`config.mk`:
```
export PLATFORM = sky130hd
export DESIGN_NAME = ssr_gf16_mul
export DESIGN_NICKNAME = d
export VERILOG_FILES = /design/src/sv/ssr_gf16_pkg.sv /design/src/sv/ssr_gf16_mul.sv
export SDC_FILE = /design/constraint.sdc
export NUM_CORES = 1
export LEC_CHECK = 0
export ABC_AREA = 1
export BUFFER_PORTS_ARGS = -buffer_cell sky130_fd_sc_hd__buf_2
export CAP_MARGIN = 5
export CORE_ASPECT_RATIO = 0.8
export CORE_UTILIZATION = 65
export DETAILED_ROUTE_END_ITERATION = 12
export PLACE_DENSITY = 0.95
export SYNTH_ARGS = -nofsm -noshare
export SYNTH_HDL_FRONTEND = slang
export SYNTH_SLANG_ARGS = --single-unit
```
`constraint.sdc`:
```
create_clock -name vclk -period 2.45
set_input_delay 0.3675 -clock vclk [all_inputs]
set_output_delay 0.3675 -clock vclk [all_outputs]
set_load 0.05 [all_outputs]
```
`src/sv/ssr_gf16_pkg.sv`:
```
// Shared types, constants and GF(2^16) arithmetic for the secret recombine unit.
`timescale 1ns / 1ps
package ssr_gf16_pkg;

  localparam int GF_W = 16;
  localparam logic [GF_W:0] GF_POLY = 17'h1100b;
  localparam int PROD_W = 2 * GF_W - 1;

  typedef logic [GF_W-1:0] gf_elem_t;
  typedef gf_elem_t xpow_t [PROD_W];

  localparam logic [1:0] FUNC_SET_COORD = 2'd0;
  localparam logic [1:0] FUNC_STORE = 2'd1;
  localparam logic [1:0] FUNC_EXTRACT = 2'd2;
  localparam logic [1:0] FUNC_UNUSED = 2'd3;

  localparam logic CFG_SHARE_COUNT = 1'b0;
  localparam logic CFG_WORD_COUNT = 1'b1;

  function automatic xpow_t gf_xpow_init();
    xpow_t t;
    logic [GF_W:0] v;
    v = 17'd1;
    for (int k = 0; k < PROD_W; k++) begin
      t[k] = v[GF_W-1:0];
      v = v << 1;
      if (v[GF_W]) begin
        v = v ^ GF_POLY;
      end
    end
    return t;
  endfunction

  localparam xpow_t GF_XPOW = gf_xpow_init();

  function automatic gf_elem_t gf_mul(gf_elem_t a, gf_elem_t b);
    logic [PROD_W-1:0] c;
    gf_elem_t r;
    c = '0;
    for (int i = 0; i < GF_W; i++) begin
      if (b[i]) begin
        c = c ^ ({{(GF_W-1){1'b0}}, a} << i);
      end
    end
    r = '0;
    for (int k = 0; k < PROD_W; k++) begin
      if (c[k]) begin
        r = r ^ GF_XPOW[k];
      end
    end
    return r;
  endfunction

endpackage

```
`src/sv/ssr_gf16_mul.sv`:
```
// Shared GF(2^16) multiplier: carry-less product folded by the field polynomial.
`timescale 1ns / 1ps
module ssr_gf16_mul (
  input  ssr_gf16_pkg::gf_elem_t a,
  input  ssr_gf16_pkg::gf_elem_t b,
  output ssr_gf16_pkg::gf_elem_t p
);

  assign p = ssr_gf16_pkg::gf_mul(a, b);

endmodule

```
==> reports/qor_table.md, run 1 <==
| Metric | Reported |
|---|---|
| Run status | aborted with a tool error |
| Stage at which the flow ended | clock tree synthesis (4_1_cts) |
| First reported error | [ERROR DPL-0038] Utilization greater than 100%, impossible to legalize |
| Starting density of the core | 0.688 |
| Post-synth top area cell | sky130_fd_sc_hd__nand2_1 |
| Number of standard cells after synthesis | 1,081 |
| Part of the Yosys area used for sequential elements | 0 |
| Synth area leaders | sky130_fd_sc_hd__nand2_1 (38%), sky130_fd_sc_hd__xnor2_1 (18%), sky130_fd_sc_hd__xor2_1 (15%), sky130_fd_sc_hd__nand3_1 (8.6%), sky130_fd_sc_hd__inv_1 (5.9%) |
| Die Width | 106 um |
| Most common library cells after synthesis | sky130_fd_sc_hd__nand2_1 (564), sky130_fd_sc_hd__xnor2_1 (115), sky130_fd_sc_hd__nand3_1 (97), sky130_fd_sc_hd__xor2_1 (97), sky130_fd_sc_hd__inv_1 (88) |
| Mean area per synthesized cell | 5.19 sq um |
| Net count of the mapped netlist | 1,113 |
| Input/output buffers | 48 |
| Worst setup timing slack at the placement stage | -0.509 ns |
| HPWL after DPL | 17.2 mm |
| Number of gates resized after CTS | 331 |
| Top-Level Pins | 48 |
| Std-Cell Rows | 29 |
| Die outline height | 85.1 um |
| Total of warnings raised by yosys | 0 |
| CTS Hold Buffers Added | 0 |
| Netlist area before placement | 5620 sq um |
| Leading cell type by number of instances after synthesis | sky130_fd_sc_hd__nand2_1 |
| Placer congestion estimate | 0.996 |
| Area share of the largest cell type after synthesis | 0.377 |
| Setup fix buffers added after clock tree synthesis | 17 |
| Count of distinct cell types in the synthesized netlist | 25 |
-- metrics by stage --
| step | instances | hold slack [ns] | setup TNS, ns | util | cell area [sq um] |
|---|---|---|---|---|---|
| 3_5_place_dp | 1312 | 1.66 | -6.64 | 0.857 | 7000 |
| 3_3_place_gp | 1312 | 1.65 | -4.51 | 0.857 | 7000 |
| 2_1_floorplan | 1081 | 1.46 | -0.118 | - | 5790 |
-- cells by family after synthesis --
kind of cell | Yosys count | synth area share
compound gates | 1 | 0.00134
xor+xnor | 217 | 0.349
buf+inv | 155 | 0.132
simple gates | 708 | 0.517
==> inputs of run 2 (changes only) <==
--- a/config.mk
+++ b/config.mk
@@ -8,10 +8,9 @@
 export ABC_AREA = 1
 export BUFFER_PORTS_ARGS = -buffer_cell sky130_fd_sc_hd__buf_2
 export CAP_MARGIN = 5
-export CORE_ASPECT_RATIO = 0.8
-export CORE_UTILIZATION = 65
+export CORE_UTILIZATION = 40
 export DETAILED_ROUTE_END_ITERATION = 12
-export PLACE_DENSITY = 0.95
+export PLACE_DENSITY_LB_ADDON = 0.15
 export SYNTH_ARGS = -nofsm -noshare
 export SYNTH_HDL_FRONTEND = slang
 export SYNTH_SLANG_ARGS = --single-unit
==> reports/qor_table.md, run 2 <==
| Metric | Reported | Change |
|---|---|---|
| Area grow syn2layout | 66.5% |  |
| Post-synth top area cell | sky130_fd_sc_hd__nand2_1 |  |
| Count of placed standard cells including taps | 1,382 | +5.3% |
| Total of warnings raised by yosys | 0 | unchanged |
| Cell class contributing the biggest share of worst-path delay | buffers and inverters |  |
| Placeable core region | 13,500 sq um |  |
| Path length in cells of the critical path | 13 |  |
| GR met2 Demand/Resource | 0.480 |  |
| Buffering stage count on the worst path with inverters included | 6 |  |
| Crit end category | output pin |  |
| Unrepaired setup endpoints after global routing | true |  |
| Combinational share of power | 1.000 |  |
| Max Fclk | 374 MHz |  |
| Placer congestion estimate | 0.870 | -13% |
| Number of maximum-capacitance constraint violations | 0 |  |
| Die outline height | 120 um | +42% |
| Number of standard cells after synthesis | 1,081 | unchanged |
| Std-Cell Rows | 42 | +45% |
| Synth area leaders | sky130_fd_sc_hd__nand2_1 (38%), sky130_fd_sc_hd__xnor2_1 (18%), sky130_fd_sc_hd__xor2_1 (15%), sky130_fd_sc_hd__nand3_1 (8.6%), sky130_fd_sc_hd__inv_1 (5.9%) |  |
| Maximum number of pins on one net before global-route repair | 16 |  |
| Proportion of power drawn by flip-flops and latches | 0 |  |
| Ratio of cells with drive above 1 in the final layout | 0.430 |  |
| Net count of the mapped netlist | 1,113 | unchanged |
| Final Instance Count excl. Fillers | 1,404 |  |
| Inserted Diodes | 0 |  |
| Remaining number of nets flagged by the antenna check after routing | 0 |  |
| Final hold violation count | 0 |  |
| Highest ir drop seen on vdd | 0.617 mV |  |
| Most common library cells after synthesis | sky130_fd_sc_hd__nand2_1 (564), sky130_fd_sc_hd__xnor2_1 (115), sky130_fd_sc_hd__nand3_1 (97), sky130_fd_sc_hd__xor2_1 (97), sky130_fd_sc_hd__inv_1 (88) |  |
| Area share of the largest cell type after synthesis | 0.377 | unchanged |
| CTS Hold Buffers Added | 0 | unchanged |
| Router iterations before antenna repair | 5 |  |
| Starting density of the core | 0.417 | -0.270 |
| Final Slew Violations | 0 |  |
| Share of power burned in the clock network | 0 |  |
| Cell-by-cell trace of the critical path | buf_8 > bufbuf_16 > nand2_2 > xnor2_2 > inv_1 > nand2_2 > nand2_4 > buf_4 > buf_4 > xor2_2 > xnor2_2 > xnor2_4 > buf_6 |  |
| Mean area per synthesized cell | 5.19 sq um | unchanged |
| Number of cells traversed by the worst hold path | 9 |  |
| Worst path setup slack after routing | -0.223 ns |  |
| Run status | finished with violations |  |
| PD cells | 641 nW/um^2 |  |
| Fraction of the cycle the final worst path needs | 1.09 |  |
| Crit path max-delay cell type | sky130_fd_sc_hd__xnor2_2 |  |
| Total area of sequential cells | 0 sq um |  |
| Worst max-slew margin expressed relative to the limit | 0.728 |  |
| Most used cells in the layout excluding fill and tap cells | sky130_fd_sc_hd__nand2_1 (400), sky130_fd_sc_hd__nand2_2 (123), sky130_fd_sc_hd__buf_4 (112) |  |
| Mean number of vias per cell | 4.94 |  |
| Critical Path Max Stage Delay | 0.32 ns |  |
| First-pass GRT wire length | 31.1 mm |  |
| Drt drc | 0 |  |
| Vias | 6,933 |  |
| Total global-route track usage | 0.270 |  |
| Die Width | 120 um | +14% |
| Routed Wire Length | 20.7 mm |  |
| Req. time, crit path | 2.08 ns |  |
| Met1 global-route usage | 0.352 |  |
| Top-Level Pins | 48 | unchanged |
| FFs & Latches | 0 |  |
| Power Internal | 2.47 mW |  |
| Worst-margin pin slew | 0.405 ns |  |
| Hold crit path type | in -> out |  |
| Initial antenna violation count | 0 |  |
| Crit-path max FO | 7 |  |
| Switching power as a share of total power | 0.588 |  |
| Count of clock buffers in the final design | 0 |  |
| Worst Setup Start Kind | input pin |  |
| Gr ovfl total | 0 |  |
| Worst EP arrival | 2.31 ns |  |
| Share of the core filled with cells in the final layout | 0.695 |  |
| Count of distinct cell types in the synthesized netlist | 25 | unchanged |
| Die Footprint | 14,500 sq um |  |
| Violation count after the first detailed-route iteration | 348 |  |
| Met3 Usage GRT | 0.00991 |  |
| Busiest grt layer | met2 |  |
| Netlist area before placement | 5620 sq um | unchanged |
| Violations in the final reports | setup timing |  |
| Vias in the first global route | 6,326 |  |
| Input/output buffers | 48 | unchanged |
| Switching power | 3.52 mW |  |
| Post-layout nets | 1,262 |  |
| Part of the Yosys area used for sequential elements | 0 | unchanged |
| Pleak | 4.89 nW |  |
| Commonest non-fill, non-tap cell in the layout | sky130_fd_sc_hd__nand2_1 |  |
| Leading cell type by number of instances after synthesis | sky130_fd_sc_hd__nand2_1 |  |
| HPWL after DPL | 15.1 mm | -12% |
| Period minus WS final | 2.67 ns |  |
| Category of the most critical setup path | in -> out |  |
| Final setup violation count | 16 |  |
| Post-DR wirelength/cell | 14.7 um |  |
| Worst slack on hold paths | 1.62 ns |  |
==> run 2: cell counts after synthesis <==
Identical to the previous run, type by type.
==> run 2: area by class of cell <==
| type | instances | area, sq um |
|---|---|---|
| inverters | 91 | 352 |
| multi-input cells | 927 | 6500 |
| repair buffers | 210 | 2280 |
| fillers | 1164 | 4110 |
| well taps | 176 | 220 |
==> run 2: path summary, 6_finish.rpt <==
check,from,to,slack (ns)
worst max-delay path,a[12],p[10],-0.22
worst min-delay path,b[9],p[9],1.62
==> run 2: power by group through the flow <==
stage | combinational, mW | sequential, mW | clock, mW
after global routing | 6.36 | 0 | 0
after detailed placement | 4.49 | 0 | 0
final | 5.99 | 0 | 0
after CTS | 5.40 | 0 | 0
after global placement | 4.46 | 0 | 0
after floorplan | 3.39 | 0 | 0
==> run 2: cell families (layout without fill, tap and decap cells) <==
kind of cell	after synthesis	count (layout)	synth area share
compound gates	1	1	0.00134
xor+xnor	217	217	0.349
buf+inv	155	301	0.132
simple gates	708	709	0.517
==> run 2: through the flow <==
stage | setup TNS [ns] | worst slack (ns) | total power [mW] | instance area [sq um]
floorplan | -0.118 | -0.0723 | 3.39 | 5790
global placement | -5.81 | -0.438 | 4.46 | 7160
detailed placement | -5.82 | -0.407 | 4.49 | 7160
CTS | -1.21 | -0.124 | 5.40 | 8360
global route | -3.86 | -0.319 | 6.36 | 9350
finish | -2.31 | -0.223 | 5.99 | 9350
==> run 2: worst min-delay path: cells and delay by family <==
family,cells,cell delay (ns)
buffers and inverters,4,0.49
and+or+nand+nor,4,0.30
xor gates and xnor gates,1,0.09
==> run 2: what timing repair did <==
action,4_1_cts,5_1_grt
pin swaps,138,123
endpoints found under the setup margin,16,16
gates resized for setup,295,187
setup buffers,9,13
gates cloned,3,2
==> run 2: routing by layer <==
layer	wire length (um)	vias up
met5	0	-
met3	925	36
li1	-	3494
met2	10400	188
met1	8740	3215
met4	621	0
Note: power is estimated with default switching activity, not from simulation.
==> inputs of run 3 (changes only) <==
--- a/config.mk
+++ b/config.mk
@@ -8,9 +8,9 @@
 export ABC_AREA = 1
 export BUFFER_PORTS_ARGS = -buffer_cell sky130_fd_sc_hd__buf_2
 export CAP_MARGIN = 5
-export CORE_UTILIZATION = 40
+export CORE_UTILIZATION = 31
 export DETAILED_ROUTE_END_ITERATION = 12
-export PLACE_DENSITY_LB_ADDON = 0.15
+export PLACE_DENSITY = 0.56
 export SYNTH_ARGS = -nofsm -noshare
 export SYNTH_HDL_FRONTEND = slang
 export SYNTH_SLANG_ARGS = --single-unit
==> constraint.sdc (replaced) <==
create_clock -name vclk -period 3.3
set_input_delay 0.495 -clock vclk [all_inputs]
set_output_delay 0.495 -clock vclk [all_outputs]
set_load 0.05 [all_outputs]
==> reports/qor_table.md, run 3 (synthesis results as in run 2) <==
| Metric | Reported | Change |
|---|---|---|
| Crit-path max FO | 14 | +7 |
| Maximum number of pins on one net before global-route repair | 19 | +3 |
| Cell class contributing the biggest share of worst-path delay | simple AND/OR/NAND/NOR gates |  |
| Die Width | 137 um | +13% |
| Start point of the critical path | a[10] |  |
| Final Instance Count excl. Fillers | 1,337 | -4.8% |
| Violation count after the first detailed-route iteration | 519 | +49% |
| Area grow syn2layout | 11.6% |  |
| Top-Level Pins | 48 | unchanged |
| Remaining number of nets flagged by the antenna check after routing | 0 | unchanged |
| Final-layout setup total negative slack | 0 ns | +2.31 ns |
| Inserted Diodes | 0 | unchanged |
| Worst slack on hold paths | 1.88 ns | +0.257 ns |
| Path length in cells of the critical path | 15 | +2 |
| Post-layout nets | 1,146 | -9.2% |
| Drt drc | 0 | unchanged |
| Setup fix buffers added after clock tree synthesis | 0 | -9 |
| Hold crit path type | in -> out |  |
| HPWL after DPL | 14.6 mm | -2.9% |
| Number of gates resized after CTS | 0 | -100% |
| Instance area after placement | 6160 sq um | -14% |
| Crit path max-delay cell type | sky130_fd_sc_hd__buf_2 |  |
| Ratio of cells with drive above 1 in the final layout | 0.120 | -0.310 |
| Worst max-slew margin expressed relative to the limit | 0.721 | -0.00731 |
| Capture point of the worst path | p[14] |  |
| Pleak | 3.52 nW | -28% |
| Share of the core filled with cells in the final layout | 0.359 | -0.336 |
| Mean number of vias per cell | 4.69 | -5.0% |
| Initial antenna violation count | 0 | unchanged |
| Final Slew Violations | 0 | unchanged |
| PD cells | 476 nW/um^2 | -26% |
| Worst Setup Start Kind | input pin |  |
| CTS Hold Buffers Added | 0 | unchanged |
| Worst setup timing slack at the placement stage | 0.109 ns | +0.516 ns |
| Vias in the first global route | 5,747 | -9.2% |
| Final design area excluding fillers | 6270 sq um | -33% |
| Highest ir drop seen on vdd | 0.646 mV | +4.8% |
| Critical Path Max Stage Delay | 0.26 ns | -0.06 ns |
| Number of maximum-capacitance constraint violations | 0 | unchanged |
| Count of clock buffers in the final design | 0 | unchanged |
| Gr ovfl total | 0 | unchanged |
| FFs & Latches | 0 | unchanged |
| Max Fclk | 320 MHz |  |
| Buffering stage count on the worst path with inverters included | 4 | -2 |
| Starting density of the core | 0.321 | -0.0961 |
| Fraction of the cycle the final worst path needs | 0.946 |  |
| Crit end category | output pin |  |
| Router iterations before antenna repair | 5 | unchanged |
| PnR Total Power | 2.98 mW | -50% |
| Worst EP arrival | 2.63 ns | +0.32 ns |
| Final setup violation count | 0 | -16 |
| Period minus WS final | 3.12 ns |  |
| Final hold violation count | 0 | unchanged |
| Placer congestion estimate | 0.889 | +2.2% |
| Total area of sequential cells | 0 sq um | unchanged |
| First-pass GRT wire length | 29.7 mm | -4.6% |
| Commonest non-fill, non-tap cell in the layout | sky130_fd_sc_hd__nand2_1 |  |
| Worst path setup slack after routing | 0.180 ns | +0.403 ns |
| Placeable core region | 17,500 sq um | +30% |
| Most used cells in the layout excluding fill and tap cells | sky130_fd_sc_hd__nand2_1 (558), sky130_fd_sc_hd__xnor2_1 (115), sky130_fd_sc_hd__nand3_1 (97) |  |
| Total global-route track usage | 0.204 | -0.0659 |
| Post-DR wirelength/cell | 13.7 um | -6.9% |
| Vias | 6,269 | -9.6% |
| Count of placed standard cells including taps | 1,337 | -3.3% |
| Input/output buffers | 48 | unchanged |
| Critical Path Most Common Cell | sky130_fd_sc_hd__nand2_1 |  |
| Req. time, crit path | 2.80 ns | +0.72 ns |
| Unrepaired setup endpoints after global routing | false |  |
| Die outline height | 137 um | +13% |
| Run status | completed |  |
| Worst-margin pin slew | 0.415 ns | +0.0109 ns |
| Die Footprint | 18,700 sq um | +29% |
| Std-Cell Rows | 48 | +14% |
| Routed Wire Length | 18.3 mm | -11% |
| Category of the most critical setup path | in -> out |  |
| Cell-by-cell trace of the critical path | buf_2 > buf_12 > nand2_1 > xnor2_1 > nand2_1 > nand2_1 > inv_1 > nand3_1 > nand2_1 > nand2_1 > nand2_1 > xnor2_1 > nand3b_1 > nand2_1 > buf_2 |  |
-- run 3: changes by cell type in the layout (fill, tap and decap cells not counted), moves of 22 or more --
cell                      before  now
sky130_fd_sc_hd__buf_2         5   30
sky130_fd_sc_hd__buf_4       112   43
sky130_fd_sc_hd__buf_6        41    0
sky130_fd_sc_hd__buf_8        22    0
sky130_fd_sc_hd__nand2_1     400  558
sky130_fd_sc_hd__nand2_2     123   17
sky130_fd_sc_hd__nand2_4      54    6
sky130_fd_sc_hd__nand3_1      66   97
sky130_fd_sc_hd__nand3_2      28    0
sky130_fd_sc_hd__xnor2_1      79  115
sky130_fd_sc_hd__xnor2_2      34    1
sky130_fd_sc_hd__xor2_1       63   94
-- run 3: worst min path at each step --
stage | start | end | slack (ns) | depth (start not counted)
after global placement | a[2] | p[15] | 1.88 | 7
after floorplan | a[12] | p[12] | 1.74 | 7
after CTS | a[2] | p[15] | 1.89 | 7
final | a[2] | p[15] | 1.88 | 7
after detailed placement | a[2] | p[15] | 1.89 | 7
after global routing | a[2] | p[15] | 1.96 | 7
-- run 3: where the power goes --
| part | switching (mW) | internal (mW) |
|---|---|---|
| combinational | 2.05 | 0.936 |
| clock | 0 | 0 |
| sequential | 0 | 0 |
| total | 2.05 | 0.936 |
-- run 3: area by class of cell --
class | instances | area, sq um
fillers | 1978 | 11200
multi-input cells | 926 | 4930
repair buffers | 95 | 713
inverters | 91 | 344
well taps | 225 | 282
-- run 3: metal layers --
| layer | vias up | global-route usage | part of all wire |
|---|---|---|---|
| li1 | 3275 | - | - |
| met1 | 2784 | 0.279 | 0.47 |
| met2 | 189 | 0.355 | 0.46 |
| met3 | 21 | 0.00519 | 0.052 |
| met4 | 0 | 0.0414 | 0.019 |
| met5 | - | 0 | 0 |
==> inputs of run 4 (changes only) <==
--- a/config.mk
+++ b/config.mk
@@ -6,11 +6,11 @@
 export NUM_CORES = 1
 export LEC_CHECK = 0
 export ABC_AREA = 1
-export BUFFER_PORTS_ARGS = -buffer_cell sky130_fd_sc_hd__buf_2
 export CAP_MARGIN = 5
 export CORE_UTILIZATION = 31
 export DETAILED_ROUTE_END_ITERATION = 12
-export PLACE_DENSITY = 0.56
+export DONT_BUFFER_PORTS = 1
+export PLACE_DENSITY = 0.54
 export SYNTH_ARGS = -nofsm -noshare
 export SYNTH_HDL_FRONTEND = slang
 export SYNTH_SLANG_ARGS = --single-unit
==> reports/qor_table.md, run 4 (synthesis results as in run 2) <==
| Metric | Reported | Change |
|---|---|---|
| Crit path max-delay cell type | sky130_fd_sc_hd__xor2_2 |  |
| Switching power | 1.91 mW | -6.6% |
| Inserted Diodes | 0 | unchanged |
| Share of power burned in the clock network | 0 | unchanged |
| Remaining number of nets flagged by the antenna check after routing | 0 | unchanged |
| Router iterations before antenna repair | 5 | unchanged |
| Drt drc | 0 | unchanged |
| Run status | completed |  |
| Wire length on met3 | 1.12 mm | +17% |
| Top routing layer in use | met4 |  |
| Input/output buffers | 0 | -100% |
| Worst-margin pin slew | 0.496 ns | +0.0809 ns |
| Hold crit path type | in -> out |  |
| Crit end category | output pin |  |
| Initial antenna violation count | 0 | unchanged |
| PnR Total Power | 2.72 mW | -8.9% |
| Starting density of the core | 0.321 | unchanged |
| Top-Level Pins | 48 | unchanged |
| First-pass GRT wire length | 28.7 mm | -3.3% |
| Most used cells in the layout excluding fill and tap cells | sky130_fd_sc_hd__nand2_1 (564), sky130_fd_sc_hd__xnor2_1 (115), sky130_fd_sc_hd__nand3_1 (97), sky130_fd_sc_hd__xor2_1 (97), sky130_fd_sc_hd__inv_1 (88) |  |
| Post-layout nets | 1,058 | -7.7% |
| Number of cells traversed by the worst hold path | 5 | -2 |
| Fraction of the cycle the final worst path needs | 0.884 | -0.0617 |
| Unrepaired setup endpoints after global routing | false |  |
| Combinational share of power | 1.000 | about the same |
| Final hold violation count | 0 | unchanged |
| Placeable core region | 17,500 sq um | unchanged |
| Pleak | 3.09 nW | -12% |
| Count of clock buffers in the final design | 0 | unchanged |
| Cell-by-cell trace of the critical path | nand2_1 > xor2_1 > nand2_1 > nand2_4 > xor2_2 > inv_1 > nand2_1 > nand2_1 > nand2_1 > nand2_1 > nand2_1 > nand2_1 > nand2_1 > nand2_1 > inv_1 |  |
| Area grow syn2layout | -1.20% |  |
| PD cells | 490 nW/um^2 | +2.9% |
| Worst Setup Start Kind | input pin |  |
| CTS Hold Buffers Added | 0 | unchanged |
| Period minus WS final | 2.92 ns | -0.203 ns |
| FFs & Latches | 0 | unchanged |
| Std-Cell Rows | 48 | unchanged |
| Buffering stage count on the worst path with inverters included | 2 | -2 |
| Critical Path Max Stage Delay | 0.37 ns | +0.11 ns |
| Final Slew Violations | 0 | unchanged |
| Die Width | 137 um | unchanged |
| Hold endpoint | p[0] |  |
| Critical Path Most Common Cell | sky130_fd_sc_hd__nand2_1 |  |
| Worst slack on hold paths | 1.59 ns | -0.292 ns |
| Highest ir drop seen on vdd | 0.876 mV | +35% |
| Worst EP arrival | 2.42 ns | -0.21 ns |
| Routed Wire Length | 18.3 mm | -0.41% |
| Placer congestion estimate | 0.894 | +0.63% |
| Req. time, crit path | 2.80 ns | about the same |
| Power Internal | 806 uW | -14% |
| Commonest non-fill, non-tap cell in the layout | sky130_fd_sc_hd__nand2_1 |  |
| Gr ovfl total | 0 | unchanged |
| Vias | 5,929 | -5.4% |
| Worst max-slew margin expressed relative to the limit | 0.668 | -0.0528 |
| Proportion of power drawn by flip-flops and latches | 0 | unchanged |
| Category of the most critical setup path | in -> out |  |
| Cell class contributing the biggest share of worst-path delay | simple AND/OR/NAND/NOR gates |  |
| Number of maximum-capacitance constraint violations | 0 | unchanged |
| Mean number of vias per cell | 4.75 | +1.2% |
| Number of gates resized after CTS | 0 | unchanged |
| Violation count after the first detailed-route iteration | 490 | -5.6% |
| Die outline height | 137 um | unchanged |
| Metal1 wirelength | 8.39 mm | -2.9% |
| Hold Crit Start | a[0] |  |
| Setup fix buffers added after clock tree synthesis | 0 | unchanged |
| Final-layout setup total negative slack | 0 ns | unchanged |
| Maximum number of pins on one net before global-route repair | 23 | +4 |
| Crit-path max FO | 19 | +5 |
| Switching power as a share of total power | 0.704 | +0.0172 |
| Die Footprint | 18,700 sq um | unchanged |
| Total area of sequential cells | 0 sq um | unchanged |
| Post-DR wirelength/cell | 14.6 um | +6.6% |
| Vias in the first global route | 5,286 | -8.0% |
| Max Fclk | 343 MHz | +7.0% |
| Ratio of cells with drive above 1 in the final layout | 0.0352 | -0.0844 |
| HPWL after DPL | 13.7 mm | -6.3% |
| Met2 wire len | 8.22 mm | -2.1% |
| Total global-route track usage | 0.199 | -0.00484 |
| Final setup violation count | 0 | unchanged |
run 4: routing by layer:
metal | up-vias | GRT usage
met1 | 2613 | 0.263
met2 | 193 | 0.341
met4 | 0 | 0.0556
met3 | 24 | 0.0174
li1 | 3099 | -
met5 | - | 0
run 4: metrics by stage:
stage	cells	worst slack, ns	utilization	cell area [sq um]
6_report	1249	0.383	0.317	5550
4_1_cts	1249	0.405	0.317	5550
2_1_floorplan	1081	0.235	-	5620
3_5_place_dp	1249	0.417	0.317	5550
3_3_place_gp	1249	0.417	0.317	5550
5_1_grt	1249	0.169	0.317	5550
run 4: area by class of cell:
cell class                 count  area [sq um]
multi-input combinational    926          4870
timing repair buffer           7          52.6
inverter                      91           342
tap                          225           282
fill                        1998         11900
run 4: power groups by stage:
stage	clock, mW	combinational, mW	sequential, mW
CTS	0	2.73	0
global route	0	2.97	0
finish	0	2.72	0
global placement	0	2.71	0
floorplan	0	2.29	0
detailed placement	0	2.73	0
run 4: worst max-delay path by stage:
stage	from	endpoint	slack [ns]	depth (start not counted)
finish	b[13]	p[4]	0.38	15
global route	b[14]	p[2]	0.17	14
CTS	b[13]	p[4]	0.40	15
detailed placement	a[15]	p[1]	0.42	13
global placement	a[12]	p[4]	0.42	15
floorplan	a[14]	p[7]	0.24	13
